[src/design/qs3w_pkg.sv]
// ----------------------------------------------------------------------------
// qs3w_pkg
// Sizes, word types, request structs and sequencer states of the sort block.
// ----------------------------------------------------------------------------
`default_nettype none

package qs3w_pkg;

    localparam int CAPACITY    = 64;
    localparam int VALUE_WIDTH = 32;
    localparam int IDX_W       = $clog2(CAPACITY);
    localparam int CNT_W       = $clog2(CAPACITY + 1);

    typedef logic signed [VALUE_WIDTH-1:0] value_t;
    typedef logic [IDX_W-1:0]              idx_t;
    typedef logic [CNT_W-1:0]              cnt_t;

    typedef struct packed {
        value_t value;
        logic   is_last_in;
    } in_item_t;

    typedef struct packed {
        value_t sorted_value;
        logic   is_last_out;
        logic   overflow;
    } out_item_t;

    typedef struct packed {
        idx_t lo;
        idx_t hi;
    } range_t;

    typedef struct packed {
        logic   wr_en;
        idx_t   wr_addr;
        value_t wr_data;
        logic   rd_en;
        idx_t   rd_addr;
    } store_req_t;

    typedef struct packed {
        logic   push;
        range_t push_range;
        logic   pop;
    } stack_req_t;

    typedef struct packed {
        logic   empty;
        range_t top_range;
    } stack_stat_t;

    typedef struct packed {
        logic less;
        logic greater;
    } cmp_res_t;

    typedef enum logic [3:0] {
        S_LOAD,
        S_START,
        S_POP,
        S_POP_WAIT,
        S_PIV,
        S_RDI,
        S_CMP,
        S_WR_I,
        S_GT,
        S_GT2,
        S_PUSH_HI,
        S_PUSH_LO,
        S_EMIT,
        S_EMIT_W
    } state_t;

endpackage

`default_nettype wire

[src/design/quicksort_three_way.sv]
// Loading: one word per cycle while s_ready is high; a word beyond 64 is dropped.
// Sort: start pushes the whole set; each popped range has its pivot read, then every
// word is read and compared, a smaller one swapped to lt and a greater one to gt, and
// the two outer parts pushed, all through one memory port; an empty stack ends the sort.
// Emit: each result is read, then registered; next set is taken once the last is loaded.
// Reset (aresetn low, synchronous) empties the store, clears overflow and drops any output.
// ----------------------------------------------------------------------------
// quicksort_three_way
// Three-way partition quicksort over a 64-word store with an explicit range stack.
// ----------------------------------------------------------------------------
`default_nettype none

module quicksort_three_way (
    input  wire                  aclk,
    input  wire                  aresetn,
    input  wire                  s_valid,
    output logic                 s_ready,
    input  qs3w_pkg::in_item_t   s_data,
    output logic                 m_valid,
    input  wire                  m_ready,
    output qs3w_pkg::out_item_t  m_data
);
    import qs3w_pkg::*;

    store_req_t  store_req;
    value_t      store_rd;
    stack_req_t  stack_req;
    stack_stat_t stack_stat;
    cmp_res_t    cmp_res;
    value_t      pivot;

    qs3w_store u_store (
        .aclk      (aclk),
        .req_i     (store_req),
        .rd_data_o (store_rd)
    );

    qs3w_stack u_stack (
        .aclk    (aclk),
        .aresetn (aresetn),
        .req_i   (stack_req),
        .stat_o  (stack_stat)
    );

    qs3w_cmp u_cmp (
        .a_i   (store_rd),
        .b_i   (pivot),
        .res_o (cmp_res)
    );

    qs3w_seq u_seq (
        .aclk         (aclk),
        .aresetn      (aresetn),
        .s_valid      (s_valid),
        .s_ready      (s_ready),
        .s_data       (s_data),
        .m_valid      (m_valid),
        .m_ready      (m_ready),
        .m_data       (m_data),
        .store_req_o  (store_req),
        .store_rd_i   (store_rd),
        .stack_req_o  (stack_req),
        .stack_stat_i (stack_stat),
        .cmp_i        (cmp_res),
        .pivot_o      (pivot)
    );

endmodule

`default_nettype wire

[src/design/qs3w_store.sv]
// ----------------------------------------------------------------------------
// qs3w_store
// Element memory: one write port and one registered read port.
// ----------------------------------------------------------------------------
`default_nettype none

module qs3w_store (
    input  wire                   aclk,
    input  qs3w_pkg::store_req_t  req_i,
    output qs3w_pkg::value_t      rd_data_o
);
    import qs3w_pkg::*;

    value_t mem [CAPACITY];
    value_t rd_data_reg;

    always_ff @(posedge aclk) begin
        if (req_i.wr_en) begin
            mem[req_i.wr_addr] <= req_i.wr_data;
        end
        // hold the last word read until the next read
        if (req_i.rd_en) begin
            rd_data_reg <= mem[req_i.rd_addr];
        end
    end

    assign rd_data_o = rd_data_reg;

endmodule

`default_nettype wire

[src/design/qs3w_stack.sv]
// ----------------------------------------------------------------------------
// qs3w_stack
// Pending-range stack held in a small memory, with a registered pop read.
// ----------------------------------------------------------------------------
`default_nettype none

module qs3w_stack (
    input  wire                   aclk,
    input  wire                   aresetn,
    input  qs3w_pkg::stack_req_t  req_i,
    output qs3w_pkg::stack_stat_t stat_o
);
    import qs3w_pkg::*;

    range_t mem [CAPACITY];
    range_t top_reg;
    cnt_t   sp_reg;
    cnt_t   sp_next;
    cnt_t   sp_dec;
    logic   full;

    assign sp_dec = sp_reg - CNT_W'(1);
    assign full   = (sp_reg == CNT_W'(CAPACITY));

    always_comb begin
        sp_next = sp_reg;
        priority if (req_i.push && !full) begin
            sp_next = sp_reg + CNT_W'(1);
        end else if (req_i.pop && sp_reg != '0) begin
            sp_next = sp_dec;
        end else begin
            sp_next = sp_reg;
        end
    end

    always_ff @(posedge aclk) begin
        if (!aresetn) begin
            sp_reg <= '0;
        end else begin
            sp_reg <= sp_next;
        end
    end

    always_ff @(posedge aclk) begin
        if (req_i.push && !full) begin
            mem[sp_reg[IDX_W-1:0]] <= req_i.push_range;
        end
        if (req_i.pop) begin
            top_reg <= mem[sp_dec[IDX_W-1:0]];
        end
    end

    assign stat_o.empty     = (sp_reg == '0);
    assign stat_o.top_range = top_reg;

endmodule

`default_nettype wire

[src/design/qs3w_cmp.sv]
// ----------------------------------------------------------------------------
// qs3w_cmp
// Shared signed comparator: element word against the pivot.
// ----------------------------------------------------------------------------
`default_nettype none

module qs3w_cmp (
    input  qs3w_pkg::value_t   a_i,
    input  qs3w_pkg::value_t   b_i,
    output qs3w_pkg::cmp_res_t res_o
);
    import qs3w_pkg::*;

    assign res_o.less    = (a_i < b_i);
    assign res_o.greater = (a_i > b_i);

endmodule

`default_nettype wire

[src/design/qs3w_seq.sv]
// ----------------------------------------------------------------------------
// qs3w_seq
// Sequencer: loads words, runs the three-way partition passes, emits results.
// ----------------------------------------------------------------------------
`default_nettype none

module qs3w_seq (
    input  wire                    aclk,
    input  wire                    aresetn,
    input  wire                    s_valid,
    output logic                   s_ready,
    input  qs3w_pkg::in_item_t     s_data,
    output logic                   m_valid,
    input  wire                    m_ready,
    output qs3w_pkg::out_item_t    m_data,
    output qs3w_pkg::store_req_t   store_req_o,
    input  qs3w_pkg::value_t       store_rd_i,
    output qs3w_pkg::stack_req_t   stack_req_o,
    input  qs3w_pkg::stack_stat_t  stack_stat_i,
    input  qs3w_pkg::cmp_res_t     cmp_i,
    output qs3w_pkg::value_t       pivot_o
);
    import qs3w_pkg::*;

    state_t    state_reg, state_next;
    cnt_t      count_reg, count_next;
    logic      ovf_reg, ovf_next;
    idx_t      lo_reg, lo_next;
    idx_t      hi_reg, hi_next;
    cnt_t      lt_reg, lt_next;
    cnt_t      i_reg, i_next;
    cnt_t      gt_end_reg, gt_end_next;
    value_t    pv_reg, pv_next;
    value_t    kv_reg, kv_next;
    cnt_t      emit_idx_reg, emit_idx_next;
    logic      m_valid_reg, m_valid_next;
    out_item_t m_data_reg, m_data_next;

    logic out_free;
    logic emit_last;
    logic scan_on;
    cnt_t gt_dec;
    cnt_t lt_dec;
    cnt_t count_dec;

    assign out_free  = !m_valid_reg || m_ready;
    assign count_dec = count_reg - CNT_W'(1);
    assign emit_last = (emit_idx_reg == count_dec);
    assign scan_on   = (i_reg < gt_end_reg);
    assign gt_dec    = gt_end_reg - CNT_W'(1);
    assign lt_dec    = lt_reg - CNT_W'(1);

    // next state
    always_comb begin
        state_next = state_reg;
        unique case (state_reg)
            S_LOAD: begin
                if (s_valid && s_data.is_last_in) begin
                    state_next = S_START;
                end
            end
            S_START:    state_next = S_POP;
            S_POP:      state_next = stack_stat_i.empty ? S_EMIT : S_POP_WAIT;
            S_POP_WAIT: state_next = S_PIV;
            S_PIV:      state_next = S_RDI;
            S_RDI:      state_next = scan_on ? S_CMP : S_PUSH_HI;
            S_CMP: begin
                priority if (cmp_i.less) begin
                    state_next = (lt_reg == i_reg) ? S_RDI : S_WR_I;
                end else if (cmp_i.greater) begin
                    state_next = S_GT;
                end else begin
                    state_next = S_RDI;
                end
            end
            S_WR_I:     state_next = S_RDI;
            S_GT:       state_next = S_GT2;
            S_GT2:      state_next = S_RDI;
            S_PUSH_HI:  state_next = S_PUSH_LO;
            S_PUSH_LO:  state_next = S_POP;
            S_EMIT:     state_next = S_EMIT_W;
            S_EMIT_W: begin
                if (out_free) begin
                    state_next = emit_last ? S_LOAD : S_EMIT;
                end
            end
            default:    state_next = S_LOAD;
        endcase
    end

    // outputs and datapath
    always_comb begin
        s_ready       = 1'b0;
        store_req_o   = '0;
        stack_req_o   = '0;
        count_next    = count_reg;
        ovf_next      = ovf_reg;
        lo_next       = lo_reg;
        hi_next       = hi_reg;
        lt_next       = lt_reg;
        i_next        = i_reg;
        gt_end_next   = gt_end_reg;
        pv_next       = pv_reg;
        kv_next       = kv_reg;
        emit_idx_next = emit_idx_reg;
        m_data_next   = m_data_reg;
        m_valid_next  = m_valid_reg && !m_ready;

        unique case (state_reg)
            S_LOAD: begin
                s_ready = 1'b1;
                if (s_valid) begin
                    if (count_reg < CNT_W'(CAPACITY)) begin
                        store_req_o.wr_en   = 1'b1;
                        store_req_o.wr_addr = count_reg[IDX_W-1:0];
                        store_req_o.wr_data = s_data.value;
                        count_next          = count_reg + CNT_W'(1);
                    end else begin
                        ovf_next = 1'b1;
                    end
                end
            end
            S_START: begin
                emit_idx_next = '0;
                if (count_reg >= CNT_W'(2)) begin
                    stack_req_o.push          = 1'b1;
                    stack_req_o.push_range.lo = '0;
                    stack_req_o.push_range.hi = count_dec[IDX_W-1:0];
                end
            end
            S_POP: begin
                stack_req_o.pop = !stack_stat_i.empty;
            end
            S_POP_WAIT: begin
                lo_next             = stack_stat_i.top_range.lo;
                hi_next             = stack_stat_i.top_range.hi;
                lt_next             = {1'b0, stack_stat_i.top_range.lo};
                i_next              = {1'b0, stack_stat_i.top_range.lo};
                gt_end_next         = {1'b0, stack_stat_i.top_range.hi} + CNT_W'(1);
                store_req_o.rd_en   = 1'b1;
                store_req_o.rd_addr = stack_stat_i.top_range.hi;
            end
            S_PIV: begin
                pv_next = store_rd_i;
            end
            S_RDI: begin
                store_req_o.rd_en   = scan_on;
                store_req_o.rd_addr = i_reg[IDX_W-1:0];
            end
            S_CMP: begin
                kv_next = store_rd_i;
                priority if (cmp_i.less) begin
                    // the word at lt equals the pivot whenever lt trails i
                    store_req_o.wr_en   = 1'b1;
                    store_req_o.wr_addr = lt_reg[IDX_W-1:0];
                    store_req_o.wr_data = store_rd_i;
                    if (lt_reg == i_reg) begin
                        i_next  = i_reg + CNT_W'(1);
                        lt_next = lt_reg + CNT_W'(1);
                    end
                end else if (cmp_i.greater) begin
                    store_req_o.rd_en   = 1'b1;
                    store_req_o.rd_addr = gt_dec[IDX_W-1:0];
                end else begin
                    i_next = i_reg + CNT_W'(1);
                end
            end
            S_WR_I: begin
                store_req_o.wr_en   = 1'b1;
                store_req_o.wr_addr = i_reg[IDX_W-1:0];
                store_req_o.wr_data = pv_reg;
                i_next              = i_reg + CNT_W'(1);
                lt_next             = lt_reg + CNT_W'(1);
            end
            S_GT: begin
                store_req_o.wr_en   = 1'b1;
                store_req_o.wr_addr = i_reg[IDX_W-1:0];
                store_req_o.wr_data = store_rd_i;
            end
            S_GT2: begin
                store_req_o.wr_en   = 1'b1;
                store_req_o.wr_addr = gt_dec[IDX_W-1:0];
                store_req_o.wr_data = kv_reg;
                gt_end_next         = gt_dec;
            end
            S_PUSH_HI: begin
                if (i_reg < {1'b0, hi_reg}) begin
                    stack_req_o.push          = 1'b1;
                    stack_req_o.push_range.lo = i_reg[IDX_W-1:0];
                    stack_req_o.push_range.hi = hi_reg;
                end
            end
            S_PUSH_LO: begin
                if (lt_reg > ({1'b0, lo_reg} + CNT_W'(1))) begin
                    stack_req_o.push          = 1'b1;
                    stack_req_o.push_range.lo = lo_reg;
                    stack_req_o.push_range.hi = lt_dec[IDX_W-1:0];
                end
            end
            S_EMIT: begin
                store_req_o.rd_en   = 1'b1;
                store_req_o.rd_addr = emit_idx_reg[IDX_W-1:0];
            end
            S_EMIT_W: begin
                if (out_free) begin
                    m_valid_next             = 1'b1;
                    m_data_next.sorted_value = store_rd_i;
                    m_data_next.is_last_out  = emit_last;
                    m_data_next.overflow     = ovf_reg;
                    if (emit_last) begin
                        count_next    = '0;
                        ovf_next      = 1'b0;
                        emit_idx_next = '0;
                    end else begin
                        emit_idx_next = emit_idx_reg + CNT_W'(1);
                    end
                end
            end
            default: begin
                s_ready = 1'b0;
            end
        endcase
    end

    always_ff @(posedge aclk) begin
        if (!aresetn) begin
            state_reg    <= S_LOAD;
            count_reg    <= '0;
            ovf_reg      <= 1'b0;
            emit_idx_reg <= '0;
            m_valid_reg  <= 1'b0;
        end else begin
            state_reg    <= state_next;
            count_reg    <= count_next;
            ovf_reg      <= ovf_next;
            emit_idx_reg <= emit_idx_next;
            m_valid_reg  <= m_valid_next;
        end
    end

    always_ff @(posedge aclk) begin
        lo_reg     <= lo_next;
        hi_reg     <= hi_next;
        lt_reg     <= lt_next;
        i_reg      <= i_next;
        gt_end_reg <= gt_end_next;
        pv_reg     <= pv_next;
        kv_reg     <= kv_next;
        m_data_reg <= m_data_next;
    end

    assign m_valid = m_valid_reg;
    assign m_data  = m_data_reg;
    assign pivot_o = pv_reg;

endmodule

`default_nettype wire

[config.mk]
export PLATFORM = sky130hd
export DESIGN_NAME = quicksort_three_way
export DESIGN_NICKNAME = d
export VERILOG_FILES = /design/src/design/qs3w_pkg.sv /design/src/design/quicksort_three_way.sv /design/src/design/qs3w_store.sv /design/src/design/qs3w_stack.sv /design/src/design/qs3w_cmp.sv /design/src/design/qs3w_seq.sv
export SDC_FILE = /design/constraint.sdc
export NUM_CORES = 2
export LEC_CHECK = 0
export ABC_CLOCK_PERIOD_IN_PS = 14150
export BUFFER_PORTS_ARGS = -buffer_cell sky130_fd_sc_hd__buf_2
export CORE_MARGIN = 5
export CORE_UTILIZATION = 42
export DETAILED_ROUTE_END_ITERATION = 6
export MAX_ROUTING_LAYER = met4
export PLACE_DENSITY_LB_ADDON = 0.15
export SYNTH_ARGS = -nofsm -noshare
export SYNTH_HDL_FRONTEND = slang
export SYNTH_SLANG_ARGS = --single-unit
[constraint.sdc]
create_clock -name aclk -period 14.15 [get_ports aclk]
set_input_delay 2.83 -clock aclk [delete_from_list [all_inputs] [get_ports aclk]]
set_output_delay 2.83 -clock aclk [all_outputs]
set_load 0.1 [all_outputs]
; Word-level counts from Yosys, hierarchy flattened
; Memory sizes are Yosys's and may differ from the RTL's. A register that Yosys moved wholly into a read port is not among the register bits.
; Cells that the tools add are included.
[totals]
regBits = 158
mem_bits_rw = 2816
word_cells = 139
n_memories = 2
[op_classes]
addsub = 11
magnitude_cmp = 7
n_eq_ne = 26
mux = 51
reduce_logical = 26
[memory_table]
columns = memory, words, word_bits, read_ports, rd_ports_with_merged_regs, write_ports, line_no
row1 = u_store.mem, 64, 32, 1, 1, 1, qs3w_store.sv:14  ; value_t mem [CAPACITY];
row2 = u_stack.mem, 64, 12, 1, 1, 1, qs3w_stack.sv:15  ; range_t mem [CAPACITY];
[ops]
columns = cell, n
row1 = 39-bit one-hot mux with 5 select lines, 1
row2 = 39-bit two-way mux, 3
row3 = 7-bit two-way mux, 15
row4 = 4-bit one-hot mux with 11 select lines, 1
row5 = 7-bit one-hot mux with 2 select lines, 3
row6 = 7-bit one-hot mux with 3 select lines, 2
row7 = 13-bit two-way mux, 3
row8 = 13-bit one-hot mux with 3 select lines, 1
row9 = 7-bit by 1-bit adder with 7-bit output (second input constant), 5
row10 = 32-bit > comparator, 1
row11 = 32-bit less-than comparator, 1
row12 = 4-bit two-way mux, 7
row13 = 7-bit one-hot mux with 4 select lines, 1
row14 = 4-bit == test (second input constant), 6
row15 = 7-bit by 1-bit subtractor with 7-bit output (second input constant), 3
row16 = 4-bit by 3-bit == test with 1-bit output (second input constant), 4
row17 = 6-bit by 1-bit adder with 7-bit output (second input constant), 2
row18 = 7-bit == test, 2
row19 = 1-bit two-way mux, 12
row20 = 2-bit by 1-bit inequality test with 1-bit output (second input constant), 5
row21 = 5-bit AND reduction, 2
row22 = 4-bit by 2-bit == test with 1-bit output (second input constant), 2
row23 = 2-bit nonzero test, 4
row24 = 7-bit == test (second input constant), 1
row25 = 23 further kinds, 34

; Depth between registers and ports, before layout
[depth]
ltp_word = 7
ltp_mapped = 18
ltp_nobuf = 14

; By module
; A second synthesis with hierarchy kept.
[hier_totals]
hier_cells = 5625
hier_area_um2 = 118367.3
[modules_own_cells]
columns = mod, instances, cells_each, area_per_inst_um2, seq_area_each_um2
row1 = qs3w_store, 1, 3324, 78835.6, 62459.9
row2 = qs3w_stack, 1, 1496, 30909.6, 23562.6
row3 = qs3w_seq, 1, 690, 7792.5, 4334.2
row4 = qs3w_cmp, 1, 115, 829.5, 0.0

; Worst setup path after synthesis
; Ideal clock, no wire load.
[synth_timing]
path_type = input port to flip-flop
start = in s_valid
end = mem u_store.mem[20][0] in the netlist's numbering, enable pin
setup_ns = 0.421
arrival_ns = 5.576
path_slack_ns = 8.153
path_stages = 8
path_buffers = 1
cell_sequence = nand2_1 > nor2_1 > a22oi_1 > nand2_1 > a21oi_1 > or4_1 > clkbuf_1 > nor2_1
[synth_via]
elab_chain_cells = 4
[synth_lines]
columns = element, line_no
row1 = "start, declared", quicksort_three_way.sv:16  ; input wire s_valid,
row2 = 39-bit two-way mux (*), qs3w_seq.sv:112  ; if (s_valid) begin
row3 = 39-bit one-hot mux with 5 select lines (*), qs3w_seq.sv:109  ; unique case (state_reg)
row4 = 1-bit two-way mux, qs3w_store.sv:18  ; if (req_i.wr_en) begin
row5 = 1-bit two-way mux (implied by the code), qs3w_store.sv:19  ; mem[req_i.wr_addr] <= req_i.wr_data;
row6 = "end, declared", qs3w_store.sv:14
; Every way passes the cells marked *; elsewhere a longest branch is shown, timed or not.

; Worst setup path after layout
[layout_timing]
start = reg u_store.rd_data_reg[11], in the netlist u_store.rd_data_o[11] (read register of u_store.mem)
end = reg u_store.rd_data_reg[2], in the netlist u_store.rd_data_o[2] (read register of u_store.mem), data pin
[layout_via]
elab_chain_cells = 4
[layout_lines]
columns = element, line_no
row1 = "start, declared", qs3w_store.sv:15  ; value_t rd_data_reg;
row2 = 32-bit > comparator, qs3w_cmp.sv:15  ; assign res_o.greater = (a_i > b_i);
row3 = 7-bit two-way mux, qs3w_seq.sv:161  ; end else if (cmp_i.greater) begin
row4 = 7-bit two-way mux (*), qs3w_seq.sv:152  ; priority if (cmp_i.less) begin
row5 = 7-bit one-hot mux with 4 select lines (*), qs3w_seq.sv:109
; Marked as above.
; A chain may end at the register's enable or synchronous reset.

==> impl_summary.log <==
[metrics] routed wire length per instance: 29.91 um
[metrics] Netlist cell types: 65
[metrics] synthesized flop and latch total: 3018
[metrics] placeable core region: 0.2818 sq mm
[metrics] number of standard cells in the final layout excluding fillers: 11750
[metrics] number of enable flip-flop cells after synthesis: 2991
[metrics] peak clock frequency supported by timing: 133.2 MHz
[metrics] cell taking the most area after synthesis: sky130_fd_sc_hd__edfxtp_1
[metrics] endpoints failing setup: 0
[metrics] minimum clock period: 7.509 ns
[metrics] largest clock skew in the final design: 0.04285 ns
[metrics] max-cap violation count: 0
[metrics] count of synthesis-stage warnings from yosys: 0
[metrics] total number of vias: 69220
[metrics] maximum buffer depth of the clock tree: 4
[metrics] top-level I/O count: 73
[metrics] crit start category: register
[metrics] Synth Area in Adders: 0.6531%
[metrics] part of the cycle the worst path needs: 53.07%
[metrics] total standard cell area after synthesis: 0.1188 sq mm
[metrics] vias per inst: 5.893
[metrics] P_leak: 42.16 nW
[metrics] hold_sp: u_seq.ovf_reg
[metrics] largest fanout on the critical path: 88
[metrics] type of the most critical hold path: register to register
[metrics] largest family of logic cells by synthesized area: compound AO/OA/AOI/OAI gates
[metrics] initial antenna violation count: 25
[metrics] capture endpoint of the worst hold path: u_seq.m_data[0]
[metrics] number of global-route vias before repair: 66150
[metrics] Post-Syn Nets: 7703
[metrics] Area Growth Syn to Fin: 13.09%
[metrics] flop2flop setup slack: 6.64 ns
[metrics] max reg flops: 2048
[metrics] gpl congestion: 0.8681
[metrics] width of the die: 541.8 um
[metrics] Final Max Tran Viols: 0
[metrics] die outline area: 0.2936 sq mm
[metrics] initial core utilization: 42.15%
[metrics] mean instance size in the synthesized netlist: 15.62 sq um
[metrics] clock tree from TritonCTS: yes
[metrics] Worst Tran Pin Value: 1.305 ns
[metrics] Post-synth ARST share: 0%
[metrics] CP peak stage delay: 1.01 ns
[metrics] total instance count after detailed placement: 11170
[metrics] sequential-to-total area share from yosys stat: 76.07%
[metrics] multiplexer fraction of the synthesized cell area: 5.890%
[metrics] hold-fix buffer count after cts: 0
[metrics] Detailed Route WL: 351300 um
[metrics] WHS Path Cells: 0
[metrics] register clock-pin slew on the reported worst setup and hold paths: 0.06 ns
[metrics] Power per Cell Area: 147.8 mW/mm^2
[metrics] largest net degree at the start of global routing: 148
[metrics] count of H-tree levels built during CTS: 5
[metrics] ratio of cells with drive above 1 in the final layout: 14.93%
[metrics] Synth top area share: 75.61%
[metrics] floorplan row count: 195
[metrics] Final nets: 7842
[metrics] buffers inserted by post-CTS timing repair: 0
[metrics] CP cell instances: ha_1 -> nand4_1 -> nor4_1 -> a21boi_0 -> o31ai_1 -> a2111o_1 -> o21a_4 -> buf_12 -> buf_4 -> buf_4 -> nand2_1 -> a21oi_1 -> nor4_1 -> a21oi_1 -> or4_1
[metrics] Final HPWL DP: 199200 um
[metrics] global route overflow: 0
[metrics] setup repair after global routing missed its margin: no
[metrics] antenna viol nets, final: 0
[metrics] Clock Sink Count: 3018
[metrics] global-route wire length before repair: 496100 um
[metrics] classification of the worst setup path: register to register
[metrics] terminus of the critical flop-to-flop path: u_store.rd_data_o[2]
[metrics] Worst Path Required: 14.76 ns
[metrics] number of buffers and inverters on the critical path: 3
[metrics] first-pass iteration count of the detailed router: 6
[metrics] count of routing violations after the opening detailed-route iteration: 8699
[metrics] area share of xor/xnor cells in the synthesized design: 0.4572%
[metrics] master of the slowest instance on the critical path: sky130_fd_sc_hd__nor4_1
[metrics] number of hold violations in the final report: 0
[metrics] worst reg2reg startpoint: u_store.rd_data_o[11]
[metrics] fraction of the mapped netlist area in compound gates: 8.122%
[metrics] Worst R2R Path Depth: 15
[metrics] PostCTS Resize Cnt: 0
[metrics] die height: 541.8 um
[metrics] Post-Synth Simple-Gate Area: 6.796%
[metrics] ys flop type: sky130_fd_sc_hd__edfxtp_1
[metrics] remaining design rule violation count: 0
[metrics] worst max-slew margin expressed relative to the limit: 12.22%
[metrics] gr usage total: 24.05%
[metrics] number of buffers added by the clock tree synthesis step: 319
[metrics] endpoint arrival time on the critical path: 8.12 ns
[metrics] Synth area leaders: sky130_fd_sc_hd__edfxtp_1 76%, sky130_fd_sc_hd__mux4_2 4.8%, sky130_fd_sc_hd__nand2_1 4.8%
[metrics] Gate Count Post-Synth: 7604
[metrics] number of buffer cells added on primary ports: 72
[metrics] cell at the root of the clock tree: sky130_fd_sc_hd__clkbuf_16
[metrics] family with the most delay on the worst path: simple AND/OR/NAND/NOR gates
[metrics] Setup crit end kind: register
[metrics] worst-case vdd ir drop: 0.09948 mV
[metrics] outcome: finished clean
[metrics] Skew-Pair Late Insertion Delay: 0.90 ns
[metrics] final sum of negative setup slack: 0 ns
==> logic make-up after synthesis <==
kind of cell	count (synthesis)
multiplexers	384
flip-flops	3018
XOR/XNOR	62
AND/OR/NAND/NOR	1972
adder cells (fa/ha/maj)	62
buffers and inverters	553
AO/OA/AOI/OAI	1553
==> report_power, final <==
part	total, mW	switching, mW	internal (mW)	leakage (nW)
combinational	1.62	1.28	0.339	11.0
sequential	10.3	0.0491	10.2	26.4
clock	7.93	3.46	4.48	4.74
==> how the worst max path moves through the flow <==
stage / start / to / slack, ns / depth (start not counted)
after floorplan: s_valid / u_store.mem[20][0] / 8.15 / 8
after global placement: u_store.rd_data_o[11] / u_store.rd_data_o[2] / 6.84 / 15
after detailed placement: u_store.rd_data_o[31] / u_store.rd_data_o[28] / 6.75 / 14
after CTS: u_store.rd_data_o[31] / u_store.rd_data_o[28] / 6.74 / 14
after global routing: u_store.rd_data_o[26] / u_store.rd_data_o[28] / 6.56 / 14
final: u_store.rd_data_o[11] / u_store.rd_data_o[2] / 6.64 / 15
==> metrics by stage <==
step / instance area [sq um] / hold slack [ns] / total power, mW / setup WS (ns) / utilization [%]
after floorplan: 118800 / 0.4081 / 11.27 / 8.153 / -
after global placement: 124500 / 0.4172 / 12.06 / 6.844 / 44.19
after detailed placement: 124500 / 0.4259 / 12.09 / 6.752 / 44.19
after CTS: 134300 / 0.4404 / 19.98 / 6.742 / 47.65
after global routing: 134300 / 0.4517 / 20.44 / 6.562 / 47.66
final: 134300 / 0.4400 / 19.85 / 6.641 / 47.67
==> layout make-up <==
cell class / count / area, sq um
clock inverters: 154 / 1329
inverters: 66 / 247.7
fillers: 24010 / 147500
repair buffers: 305 / 2185
diodes: 20 / 50.05
multi-input cells: 4033 / 27060
well taps: 3743 / 4683
clock buffers: 407 / 8419
flip-flops and latches: 3018 / 90360
==> synth_stat cells (14+ instances only) <==
library cell,instances
sky130_fd_sc_hd__nor2_1,183
sky130_fd_sc_hd__nand2b_1,17
sky130_fd_sc_hd__o21ai_0,23
sky130_fd_sc_hd__nand2_1,1509
sky130_fd_sc_hd__buf_2,69
sky130_fd_sc_hd__mux2i_1,132
sky130_fd_sc_hd__a21oi_2,14
sky130_fd_sc_hd__nor4_1,73
sky130_fd_sc_hd__edfxtp_1,2991
sky130_fd_sc_hd__nand3_1,70
sky130_fd_sc_hd__buf_1,66
sky130_fd_sc_hd__a32oi_1,197
sky130_fd_sc_hd__inv_1,65
sky130_fd_sc_hd__a222oi_1,36
sky130_fd_sc_hd__a22oi_1,223
sky130_fd_sc_hd__dfxtp_1,27
sky130_fd_sc_hd__ha_1,62
sky130_fd_sc_hd__xnor2_1,31
sky130_fd_sc_hd__clkbuf_1,319
sky130_fd_sc_hd__or4_1,34
sky130_fd_sc_hd__o22ai_1,66
sky130_fd_sc_hd__mux4_2,252
sky130_fd_sc_hd__a21oi_1,917
sky130_fd_sc_hd__buf_6,28
sky130_fd_sc_hd__xor2_1,31
==> layout by cell type, fill, tap and decap left out, drive strengths merged, types with 126 or more instances in the layout <==
| cell type | synthesis | final |
|---|---|---|
| a32oi | 197 | 197 |
| mux4 | 252 | 252 |
| clkinv | 1 | 126 |
| clkbuf | 319 | 407 |
| mux2i | 132 | 132 |
| a21oi | 931 | 931 |
| nor2 | 183 | 183 |
| buf | 168 | 305 |
| a22oi | 223 | 223 |
| nand2 | 1512 | 1512 |
| edfxtp | 2991 | 2991 |
==> metal layers <==
layer	up-vias	routed length, um	track usage [%]
met4	0	12860	8.177
met1	35970	150100	34.25
li1	29710	-	-
met2	2999	161100	35.94
met3	543	27350	3.307
met5	-	0	-
==> worst reg2reg max path, delay by kind of cell, from the launching register on <==
kind,cells,cell delay [ns]
and+or+nand+nor,5,2.59
AOI/OAI and AO/OA,6,2.34
buffers and inverters,3,1.30
DFF,1,0.59
adders and majority gates,1,0.42
Note: power is estimated with default switching activity, not from simulation.
